## src/rtl/nsfe_pkg.sv

```systemverilog
package nsfe_pkg;

  // Configuration register indexes
  localparam logic CfgGgaMask = 1'b0;
  localparam logic CfgGsaMask = 1'b1;

  localparam int unsigned MaskW = 16;
  localparam logic [MaskW-1:0] GgaMaskRst = 16'd1598;
  localparam logic [MaskW-1:0] GsaMaskRst = 16'd2040;

  // Result kinds and sentence types
  localparam logic KindData = 1'b0;
  localparam logic KindEnd  = 1'b1;
  localparam logic TypeGga  = 1'b0;
  localparam logic TypeGsa  = 1'b1;

  // ASCII characters of interest
  localparam logic [7:0] ChDollar = 8'h24;
  localparam logic [7:0] ChStar   = 8'h2A;
  localparam logic [7:0] ChComma  = 8'h2C;
  localparam logic [7:0] ChG      = 8'h47;
  localparam logic [7:0] ChP      = 8'h50;
  localparam logic [7:0] ChS      = 8'h53;
  localparam logic [7:0] ChA      = 8'h41;
  localparam logic [7:0] ChCr     = 8'h0D;
  localparam logic [7:0] ChLf     = 8'h0A;

  typedef struct packed {
    logic       kind;
    logic       sentence_type;
    logic [4:0] field_number;
    logic [5:0] char_position;
    logic [7:0] data_byte;
    logic [7:0] xor_sum;
  } result_t;

endpackage

```

## src/rtl/nsfe_parser.sv

```systemverilog
module nsfe_parser
  import nsfe_pkg::*;
(
  input  logic             clk_i,
  input  logic             rst_ni,
  input  logic             step_i,
  input  logic [7:0]       rx_byte_i,
  input  logic [MaskW-1:0] gga_mask_i,
  input  logic [MaskW-1:0] gsa_mask_i,
  output logic             res_valid_o,
  output result_t          res_o
);

  localparam logic [1:0] PhIdle   = 2'd0;
  localparam logic [1:0] PhHeader = 2'd1;
  localparam logic [1:0] PhBody   = 2'd2;
  localparam logic [1:0] PhSkip   = 2'd3;

  logic [1:0] phase_q, phase_d;
  logic [2:0] hcnt_q, hcnt_d;
  logic       hok_q, hok_d;
  logic       type_q, type_d;
  logic [4:0] field_q, field_d;
  logic [5:0] pos_q, pos_d;
  logic [7:0] xor_q, xor_d;

  logic             char_ok;
  logic             hok_n;
  logic [MaskW-1:0] mask;
  logic [5:0]       pos_inc;

  always_comb begin
    unique case (hcnt_q)
      3'd0:    char_ok = (rx_byte_i == ChG);
      3'd1:    char_ok = (rx_byte_i == ChP);
      3'd2:    char_ok = (rx_byte_i == ChG);
      3'd3:    char_ok = (rx_byte_i == ChG) || (rx_byte_i == ChS);
      3'd4:    char_ok = (rx_byte_i == ChA);
      default: char_ok = 1'b0;
    endcase
  end

  assign hok_n   = hok_q & char_ok;
  assign mask    = type_q ? gsa_mask_i : gga_mask_i;
  assign pos_inc = (pos_q < 6'd63) ? pos_q + 6'd1 : pos_q;

  always_comb begin
    phase_d     = phase_q;
    hcnt_d      = hcnt_q;
    hok_d       = hok_q;
    type_d      = type_q;
    field_d     = field_q;
    pos_d       = pos_q;
    xor_d       = xor_q;
    res_valid_o = 1'b0;
    res_o       = '{kind: KindData, sentence_type: type_q, field_number: field_q,
                    char_position: pos_q, data_byte: rx_byte_i, xor_sum: 8'd0};

    priority if (rx_byte_i == ChDollar) begin
      phase_d = PhHeader;
      hcnt_d  = 3'd0;
      hok_d   = 1'b1;
      type_d  = TypeGga;
      field_d = 5'd0;
      pos_d   = 6'd0;
      xor_d   = 8'd0;
    end else if (phase_q == PhIdle) begin
      // drop bytes outside a sentence
    end else if (rx_byte_i == ChCr || rx_byte_i == ChLf) begin
      phase_d = PhIdle;
    end else if (rx_byte_i == ChStar) begin
      phase_d = PhIdle;
      if (phase_q == PhBody) begin
        res_valid_o     = 1'b1;
        res_o.kind      = KindEnd;
        res_o.data_byte = 8'd0;
        res_o.xor_sum   = xor_q;
      end
    end else begin
      xor_d = xor_q ^ rx_byte_i;
      unique case (phase_q)
        PhHeader: begin
          hok_d  = hok_n;
          hcnt_d = hcnt_q + 3'd1;
          if (hcnt_q == 3'd3) begin
            type_d = (rx_byte_i == ChS) ? TypeGsa : TypeGga;
          end
          if (hcnt_q == 3'd4) begin
            phase_d = hok_n ? PhBody : PhSkip;
            field_d = 5'd0;
            pos_d   = 6'd5;
          end
        end
        PhBody: begin
          if (rx_byte_i == ChComma) begin
            if (field_q < 5'd31) begin
              field_d = field_q + 5'd1;
            end
            pos_d = 6'd0;
          end else begin
            pos_d = pos_inc;
            if (!field_q[4] && mask[field_q[3:0]]) begin
              res_valid_o = 1'b1;
            end
          end
        end
        default: begin
          // skipped sentence: hold
        end
      endcase
    end

    if (!step_i) begin
      res_valid_o = 1'b0;
    end
  end

  always_ff @(posedge clk_i or negedge rst_ni) begin
    if (!rst_ni) begin
      phase_q <= PhIdle;
      hcnt_q  <= 3'd0;
      hok_q   <= 1'b0;
      type_q  <= TypeGga;
      field_q <= 5'd0;
      pos_q   <= 6'd0;
      xor_q   <= 8'd0;
    end else if (step_i) begin
      phase_q <= phase_d;
      hcnt_q  <= hcnt_d;
      hok_q   <= hok_d;
      type_q  <= type_d;
      field_q <= field_d;
      pos_q   <= pos_d;
      xor_q   <= xor_d;
    end
  end

endmodule

```

## src/rtl/nsfe_out_reg.sv

```systemverilog
module nsfe_out_reg
  import nsfe_pkg::*;
(
  input  logic    clk_i,
  input  logic    rst_ni,
  input  logic    load_i,
  input  result_t res_i,
  input  logic    ready_i,
  output logic    free_o,
  output logic    valid_o,
  output result_t res_o
);

  logic    valid_q;
  result_t res_q;

  assign free_o  = !valid_q || ready_i;
  assign valid_o = valid_q;
  assign res_o   = res_q;

  always_ff @(posedge clk_i or negedge rst_ni) begin
    if (!rst_ni) begin
      valid_q <= 1'b0;
    end else if (load_i) begin
      valid_q <= 1'b1;
    end else if (ready_i) begin
      valid_q <= 1'b0;
    end
  end

  always_ff @(posedge clk_i) begin
    if (load_i) begin
      res_q <= res_i;
    end
  end

endmodule

```

## src/rtl/nmea_sentence_field_extractor.sv

```systemverilog
// NMEA sentence field extractor.
// Slave stream: one received character per transfer in s_axis_tdata.
// Master stream: one transfer per emitted result. tuser says whether the
// transfer carries a field data byte (bit 0 low) or the end of a sentence
// with its running XOR checksum (bit 0 high), and whether the sentence is
// GGA or GSA (bit 1). tdata carries field number, position, data byte and
// checksum. Characters that produce nothing (headers, commas, skipped
// sentences, idle bytes) are consumed silently.
// Path: a character is parsed combinationally while it sits in the input
// register; its result is loaded into the output register when the parser
// steps, and m_axis_tvalid is driven from that register. Throughput is one
// character per cycle while the output register can take a result, bounded
// by the single parse step between the registers.
// Stall: when the receiver holds m_axis_tready low with a result pending,
// the parser freezes; one more character may enter an empty input register,
// then s_axis_tready drops until the result is taken.
// Reset: clears the parser to idle (waiting for '$'), empties both
// registers and restores the field masks to their defaults. Mask writes
// on the cfg port take effect at once and belong between sentences.
module nmea_sentence_field_extractor
  import nsfe_pkg::*;
(
  input  logic             clk_i,
  input  logic             rst_ni,
  // configuration write port
  input  logic             cfg_we_i,
  input  logic             cfg_idx_i,
  input  logic [MaskW-1:0] cfg_data_i,
  // input stream
  input  logic             s_axis_tvalid,
  output logic             s_axis_tready,
  input  logic [7:0]       s_axis_tdata,   // [7:0] rx_byte
  // result stream
  output logic             m_axis_tvalid,
  input  logic             m_axis_tready,
  output logic [31:0]      m_axis_tdata,   // [4:0] field_number, [10:5] char_position,
                                           // [18:11] data_byte, [26:19] xor_sum, rest 0
  output logic [1:0]       m_axis_tuser    // [0] kind, [1] sentence_type
);

  logic [MaskW-1:0] gga_mask_q, gsa_mask_q;
  logic             in_valid_q;
  logic [7:0]       in_byte_q;
  logic             step;
  logic             out_free;
  logic             res_valid;
  result_t          res, out_res;

  // Field masks
  always_ff @(posedge clk_i or negedge rst_ni) begin
    if (!rst_ni) begin
      gga_mask_q <= GgaMaskRst;
      gsa_mask_q <= GsaMaskRst;
    end else if (cfg_we_i) begin
      unique case (cfg_idx_i)
        CfgGgaMask: gga_mask_q <= cfg_data_i;
        CfgGsaMask: gsa_mask_q <= cfg_data_i;
        default: ;
      endcase
    end
  end

  // Advance the held character whenever the output register is free,
  // whether or not the character produces a result.
  assign step          = in_valid_q && out_free;
  assign s_axis_tready = !in_valid_q || out_free;

  always_ff @(posedge clk_i or negedge rst_ni) begin
    if (!rst_ni) begin
      in_valid_q <= 1'b0;
    end else if (s_axis_tready) begin
      in_valid_q <= s_axis_tvalid;
    end
  end

  always_ff @(posedge clk_i) begin
    if (s_axis_tvalid && s_axis_tready) begin
      in_byte_q <= s_axis_tdata;
    end
  end

  nsfe_parser u_parser (
    .clk_i       (clk_i),
    .rst_ni      (rst_ni),
    .step_i      (step),
    .rx_byte_i   (in_byte_q),
    .gga_mask_i  (gga_mask_q),
    .gsa_mask_i  (gsa_mask_q),
    .res_valid_o (res_valid),
    .res_o       (res)
  );

  nsfe_out_reg u_out_reg (
    .clk_i   (clk_i),
    .rst_ni  (rst_ni),
    .load_i  (res_valid),
    .res_i   (res),
    .ready_i (m_axis_tready),
    .free_o  (out_free),
    .valid_o (m_axis_tvalid),
    .res_o   (out_res)
  );

  assign m_axis_tuser = {out_res.sentence_type, out_res.kind};
  assign m_axis_tdata = {5'd0, out_res.xor_sum, out_res.data_byte,
                         out_res.char_position, out_res.field_number};

endmodule
```

## config.mk

```make
export PLATFORM = sky130hd
export DESIGN_NAME = nmea_sentence_field_extractor
export DESIGN_NICKNAME = d
export VERILOG_FILES = /design/src/rtl/nsfe_pkg.sv /design/src/rtl/nsfe_parser.sv /design/src/rtl/nsfe_out_reg.sv /design/src/rtl/nmea_sentence_field_extractor.sv
export SDC_FILE = /design/constraint.sdc
export NUM_CORES = 1
export LEC_CHECK = 0
export ABC_AREA = 1
export BUFFER_PORTS_ARGS = -buffer_cell sky130_fd_sc_hd__buf_2
export CORE_MARGIN = 4
export CORE_UTILIZATION = 62
export CTS_CLUSTER_DIAMETER = 60
export DETAILED_ROUTE_END_ITERATION = 7
export HOLD_SLACK_MARGIN = 0.05
export PLACE_DENSITY_LB_ADDON = 0.2
export SLEW_MARGIN = 15
export SYNTH_ARGS = -nofsm -noshare
export SYNTH_HDL_FRONTEND = slang
export SYNTH_HIERARCHICAL = 1
export SYNTH_SLANG_ARGS = --single-unit
```

## constraint.sdc

```tcl
create_clock -name clk_i -period 7.95 [get_ports clk_i]
set_clock_uncertainty 0.15 [all_clocks]
set_input_delay 0.3975 -clock clk_i [delete_from_list [all_inputs] [get_ports clk_i]]
set_output_delay 0.3975 -clock clk_i [all_outputs]
set_load 0.05 [all_outputs]
```

### Word-level counts from Yosys, hierarchy flattened

Index checks and enable logic that the tools add are counted.

| word-level totals | value |
|---|---|
| word-level logic and storage cells | 144 |
| bits in registers | 97 |
| RAM bits | 0 |
| memory bits (read-only) | 0 |
| input bits | 30 |
| memories kept | 0 |
| bits in latches | 0 |

| operators by class | value |
|---|---|
| multipliers | 0 |
| shift operators | 0 |
| div/mod/pow operators | 0 |
| $lt $le $gt $ge | 3 |
| bitwise gates (word level) | 5 |
| eq/ne operators | 22 |
| add/sub/neg operators | 3 |
| multiplexer cells | 64 |
| reduce and logical (&&, ||, !) cells | 29 |

Operator list:

| cell | count |
|---|---|
| $mux 16 | 6 |
| $mux 6 | 7 |
| $mux 5 | 7 |
| $eq 8x7->1 const B | 4 |
| $mux 8 | 4 |
| $mux 1 | 25 |
| $eq 8x6->1 const B | 3 |
| $eq 8x4->1 const B | 2 |
| $mux 3 | 5 |
| $mux 2 | 6 |
| $pmux 6 s2 | 1 |
| $pmux 5 s2 | 1 |
| $reduce_and 4->1 | 2 |
| $reduce_and 8->1 | 1 |
| $reduce_bool 4->1 | 2 |
| $xor 8x8->8 | 1 |
| $reduce_and 7->1 | 1 |
| $add 6x1->6 const B | 1 |
| $eq 3x2->1 const B | 2 |
| $lt 6x6->1 const B | 1 |
| $ne 2x1->1 const B | 3 |
| $ne 3x2->1 const B | 2 |
| $reduce_and 6->1 | 1 |
| $reduce_bool 2->1 | 3 |
| other kinds (25) | 35 |

### Longest topological paths before layout

| depth | value |
|---|---|
| word-level depth | 13 |
| mapped depth | 14 |

### Cells and area by module

The synthesis kept the hierarchy.

By module, submodules not included:

| module | sequential area each (sq um) | area an instance (sq um) | instances | cells each |
|---|---|---|---|---|
| nsfe_parser | 650.6 | 2299.7 | 1 | 369 |
| nmea_sentence_field_extractor | 1084.8 | 1672.9 | 1 | 162 |
| nsfe_out_reg | 895.9 | 915.9 | 1 | 34 |

### Worst setup path before layout

Ideal clock, no wire load.

| path | value |
|---|---|
| path kind | reg-to-reg |
| start | reg u_parser.type_q |
| end | reg u_out_reg.res_q (netlist bit u_out_reg/res_o[0]), enable pin |
| data required time | 7.374 ns |
| library setup time | 0.426 ns |
| path slack | 4.642 ns |
| buffers on the path | 2 |
| stages on the path, launching flop included | 12 |
| arrival time | 2.732 ns |
| cells stage by stage | dfrtp_1 -> buf_2 -> inv_1 -> buf_2 -> nand2_1 -> a21oi_1 -> nor2_1 -> nand2_1 -> inv_1 -> nand2_1 -> nand3_1 -> a21oi_1 |

| between the ends | value |
|---|---|
| cells in the longest elaborated chain, start to end | 12 |

Ends and longest elaborated chain:

| item | RTL line | text |
|---|---|---|
| start: declaration | nsfe_parser.sv:22 | `logic type_q, type_d;` |
| start signal: assignment | nsfe_parser.sv:123 | `type_q <= TypeGga;` |
| start signal: assignment | nsfe_parser.sv:131 | `type_q <= type_d;` |
| $mux 16 | nsfe_parser.sv:44 | `assign mask = type_q ? gsa_mask_i : gga_mask_i;` |
| $bmux 1 s4 | nsfe_parser.sv:102 | `if (!field_q[4] && mask[field_q[3:0]]) begin` |
| $mux 1 (implied by the code) | nsfe_parser.sv:102 |  |
| $logic_and 1x1->1 | nsfe_parser.sv:102 |  |
| $mux 1 | nsfe_parser.sv:102 |  |
| $mux 1 | nsfe_parser.sv:95 | `if (rx_byte_i == ChComma) begin` |
| $mux 1 | nsfe_parser.sv:81 | `unique case (phase_q)` |
| $mux 1 | nsfe_parser.sv:71 | `end else if (rx_byte_i == ChStar) begin` |
| $mux 1 | nsfe_parser.sv:69 | `end else if (rx_byte_i == ChCr \|\| rx_byte_i == ChLf) begin` |
| $mux 1 | nsfe_parser.sv:67 | `end else if (phase_q == PhIdle) begin` |
| $mux 1 | nsfe_parser.sv:59 | `priority if (rx_byte_i == ChDollar) begin` |
| $mux 1 | nsfe_parser.sv:113 | `if (!step_i) begin` |
| via res_valid | nmea_sentence_field_extractor.sv:46 | `logic res_valid;` |
| end signal: assignment | nsfe_out_reg.sv:33 | `res_q <= res_i;` |
| end: declaration | nsfe_out_reg.sv:15 | `result_t res_q;` |

The timed path passes the listed nets, and every way through them passes these cells. The select of a mux whose other input is x is not followed.
A chain may end at the register's enable or synchronous reset.

### Worst setup path in the final report

| path | value |
|---|---|
| start | reg u_parser.type_q |
| end | reg u_out_reg.res_q (netlist bit u_out_reg/res_o[17]), enable pin |

Same word-level chain as after synthesis.

==> results.json <==
{
  "status": "complete, no violations",
  "initialDrtViolationCount": 199,
  "critPathMaxFanout": 30,
  "place_congestion": 0.865,
  "antenna_found_initial": 0,
  "grt_max_degree": 61,
  "drc_errors": 0,
  "fillCellCount": 659,
  "p_sw_share_pct": 25.7,
  "final_cells": 725,
  "start_kind": "flop",
  "cts_max_path_buffers": 2,
  "drtAntennaViolNets": 0,
  "ir_worst_vdd_mv": 0.114,
  "yosys.area.top_type": "dfrtp_1",
  "r2r_slack_ns": 4.95,
  "max_clock_freq_mhz": 333,
  "grt_pass1_vias": 3768,
  "leakagePower_nw": 2.74,
  "drive_gt1_share_pct": 19.9,
  "io_buffers": 60,
  "syn_to_final_growth_pct": 10.3,
  "root_buffer": "clkbuf_8",
  "grt_use_total_pct": 22.4,
  "pwr-share-comb_pct": 10.2,
  "fp.dieH_um": 96.8,
  "setup_tns_ns": 0,
  "rr_worst_depth": 8,
  "place_hpwl_um": 6920,
  "diodes": 0,
  "period_share_pct": 37.7,
  "yosysSeqAreaShare_pct": 53.8,
  "numCtsBuffers": 9,
  "place_inst": 704,
  "synth_top_area_share_pct": 23.0,
  "clkPwrFrac_pct": 31.2,
  "critPathCaptureType": "flop",
  "reg2reg_from": "u_parser/type_q$_DFFE_PN0P_",
  "hold_violations": 0,
  "fin_nets": 654,
  "power.density_nw_per_um2": 185,
  "arrival_ns": 2.83,
  "p_sw_w": 0.000257,
  "synthTopCellsByArea": "dfrtp_1 23%, edfxtp_1 23%, nand2_1 14%",
  "vias_per_cell": 5.33,
  "max_cap_violations": 0,
  "internal-power_w": 0.000741,
  "required_ns": 7.78,
  "die_area_um2": 9370,
  "tightest_slew_ns": 0.957,
  "gr-total-overflow": 0,
  "relSlewSlack_pct": 36.1,
  "crit_start": "u_parser/type_q$_DFFE_PN0P_",
  "synth-seq-cells": 97,
  "cts_tree": "yes",
  "coreArea_um2": 7690,
  "grt_pass1_wl_um": 17300,
  "h-tree-depth": 3,
  "syn_avg_cell_area_um2": 8.65,
  "cts_sinks": 97,
  "wl_per_cell_um": 13.8,
  "clk_latency_ns": 0.36,
  "drv_slew": 0,
  "vias": 3867,
  "final_cell_mix": "177 x nand2_1, 75 x nand3_1, 60 x buf_2, 55 x inv_1, 45 x dfrtp_1",
  "path_clk_slew_ns": 0.09,
  "post-route-min-period_ns": 3.00,
  "syn_area_um2": 4890,
  "first_pass_iters": 7,
  "die_w_um": 96.8,
  "finalSetupViolCount": 0,
  "hold_path.class": "primary input to asynchronous set/reset pin",
  "synth.distinct_cells": 35,
  "ys_warn_count": 6,
  "rsz0062_at_grt": "false",
  "cts_setup_buffers": 0,
  "final_common_cell": "nand2_1",
  "pin_count": 66,
  "placementRows": 32,
  "seq_power_share_pct": 58.6,
  "start_util_pct": 63.6,
  "wl_um": 10000,
  "postSynthCellCount": 565,
  "path_class": "flop to flop"
}
## cells in the mapped netlist, drive strengths merged
library cell and number:
inv 66, o22ai 1, ha 6, nor3 7, xor2 9, clkbuf 7
nand3 77, dfrtp 45, dfstp 15, a21oi 6, nor4 2, o21bai 1
nor2 41, and3 1, conb 1, edfxtp 37, o21ai 28, buf 21
nand2 188, nand4 4, or2 2
## cell type report
class                           instances  area (um2)  area share (%)
Clock inverter                          7        68.8            1.28
Timing Repair Buffer                   66         358            6.63
Inverter                               66         260            4.82
Multi-Input combinational cell        378        1820            33.8
Sequential cell                        97        2630            48.8
Tap cell                              102         128            2.37
Clock buffer                            9         124            2.30
## logic make-up after synthesis
group	Yosys count	synth area share [%]
buffers and inverters	94	9.39
DFF	97	53.8
adders and majority gates	6	1.54
xor gates and xnor gates	9	1.61
and+or+nand+nor	322	29.7
other	1	0.0767
AOI/OAI and AO/OA	36	3.84
## critical path, stage by stage (launching register included)
cell and delay, ns:
dfrtp_1 0.69, inv_1 0.38, nand2_1 0.15, nand3_1 0.08, nand3_1 0.11, nand3_1 0.09
nand2_1 0.07, nand3_1 0.11, a21oi_4 0.78
## worst paths after layout
path | endpoint
setup / recovery | u_out_reg/res_o[17]$_DFFE_PP_
hold / removal | gsa_mask_q[11]$_DFFE_PN0P_
setup reg to reg | u_out_reg/res_o[17]$_DFFE_PP_
hold reg to reg | gsa_mask_q[10]$_DFFE_PN1P_
max in group asynchronous | u_parser/pos_q[4]$_DFFE_PN0P_
min in group clk_i | in_byte_q[6]$_DFFE_PP_
## through the flow
stage	util [%]	worst slack (ns)	area [um2]	total power [W]	hold slack [ns]
2_1_floorplan	-	4.64	4900	0.000664	-0.0481
3_3_place_gp	67.0	5.08	5150	0.000687	0.304
3_5_place_dp	67.0	5.01	5150	0.000694	0.304
4_1_cts	69.5	4.96	5340	0.00100	0.0507
5_1_grt	70.2	4.67	5390	0.00105	0.0515
6_report	70.2	4.95	5390	0.000998	0.0494
## routing by layer
layer | global-route usage, % | wire length, um | vias to the layer above | share of wire (%)
met3 | 5.62 | 644 | 6 | 6.4
met1 | 27.3 | 4060 | 1822 | 41
li1 | - | - | 1902 | -
met5 | 0 | 0 | - | 0
met4 | 5.83 | 58 | 0 | 0.58
met2 | 39.5 | 5250 | 137 | 52
## power groups by stage
| stage | clock network [W] | registers [W] | logic (W) |
|---|---|---|---|
| floorplan | 0 | 0.000587 | 0.0000776 |
| global placement | 0 | 0.000593 | 0.0000942 |
| detailed placement | 0 | 0.000594 | 0.0000996 |
| CTS | 0.000317 | 0.000584 | 0.0000999 |
| global route | 0.000339 | 0.000589 | 0.000118 |
| finish | 0.000312 | 0.000585 | 0.000101 |
## sequential cells by signal (all words and copies together) (netlist names)
name               flops
u_out_reg/res_o       29
in_valid_q             1
gsa_mask_q            16
u_parser/type_q        1
u_parser/pos_q         6
u_parser/field_q       5
gga_mask_q            16
u_parser/hcnt_q        3
in_byte_q              8
u_parser/hok_q         1
u_parser/xor_q         8
u_out_reg/valid_o      1
u_parser/phase_q       2
## what timing repair did
item	CTS	global route
endpoints found under the setup margin	0	0
endpoints found under the hold margin	0	5
gates resized for setup	0	0
hold buffers	0	5
Power figures use the tool's default switching activity.
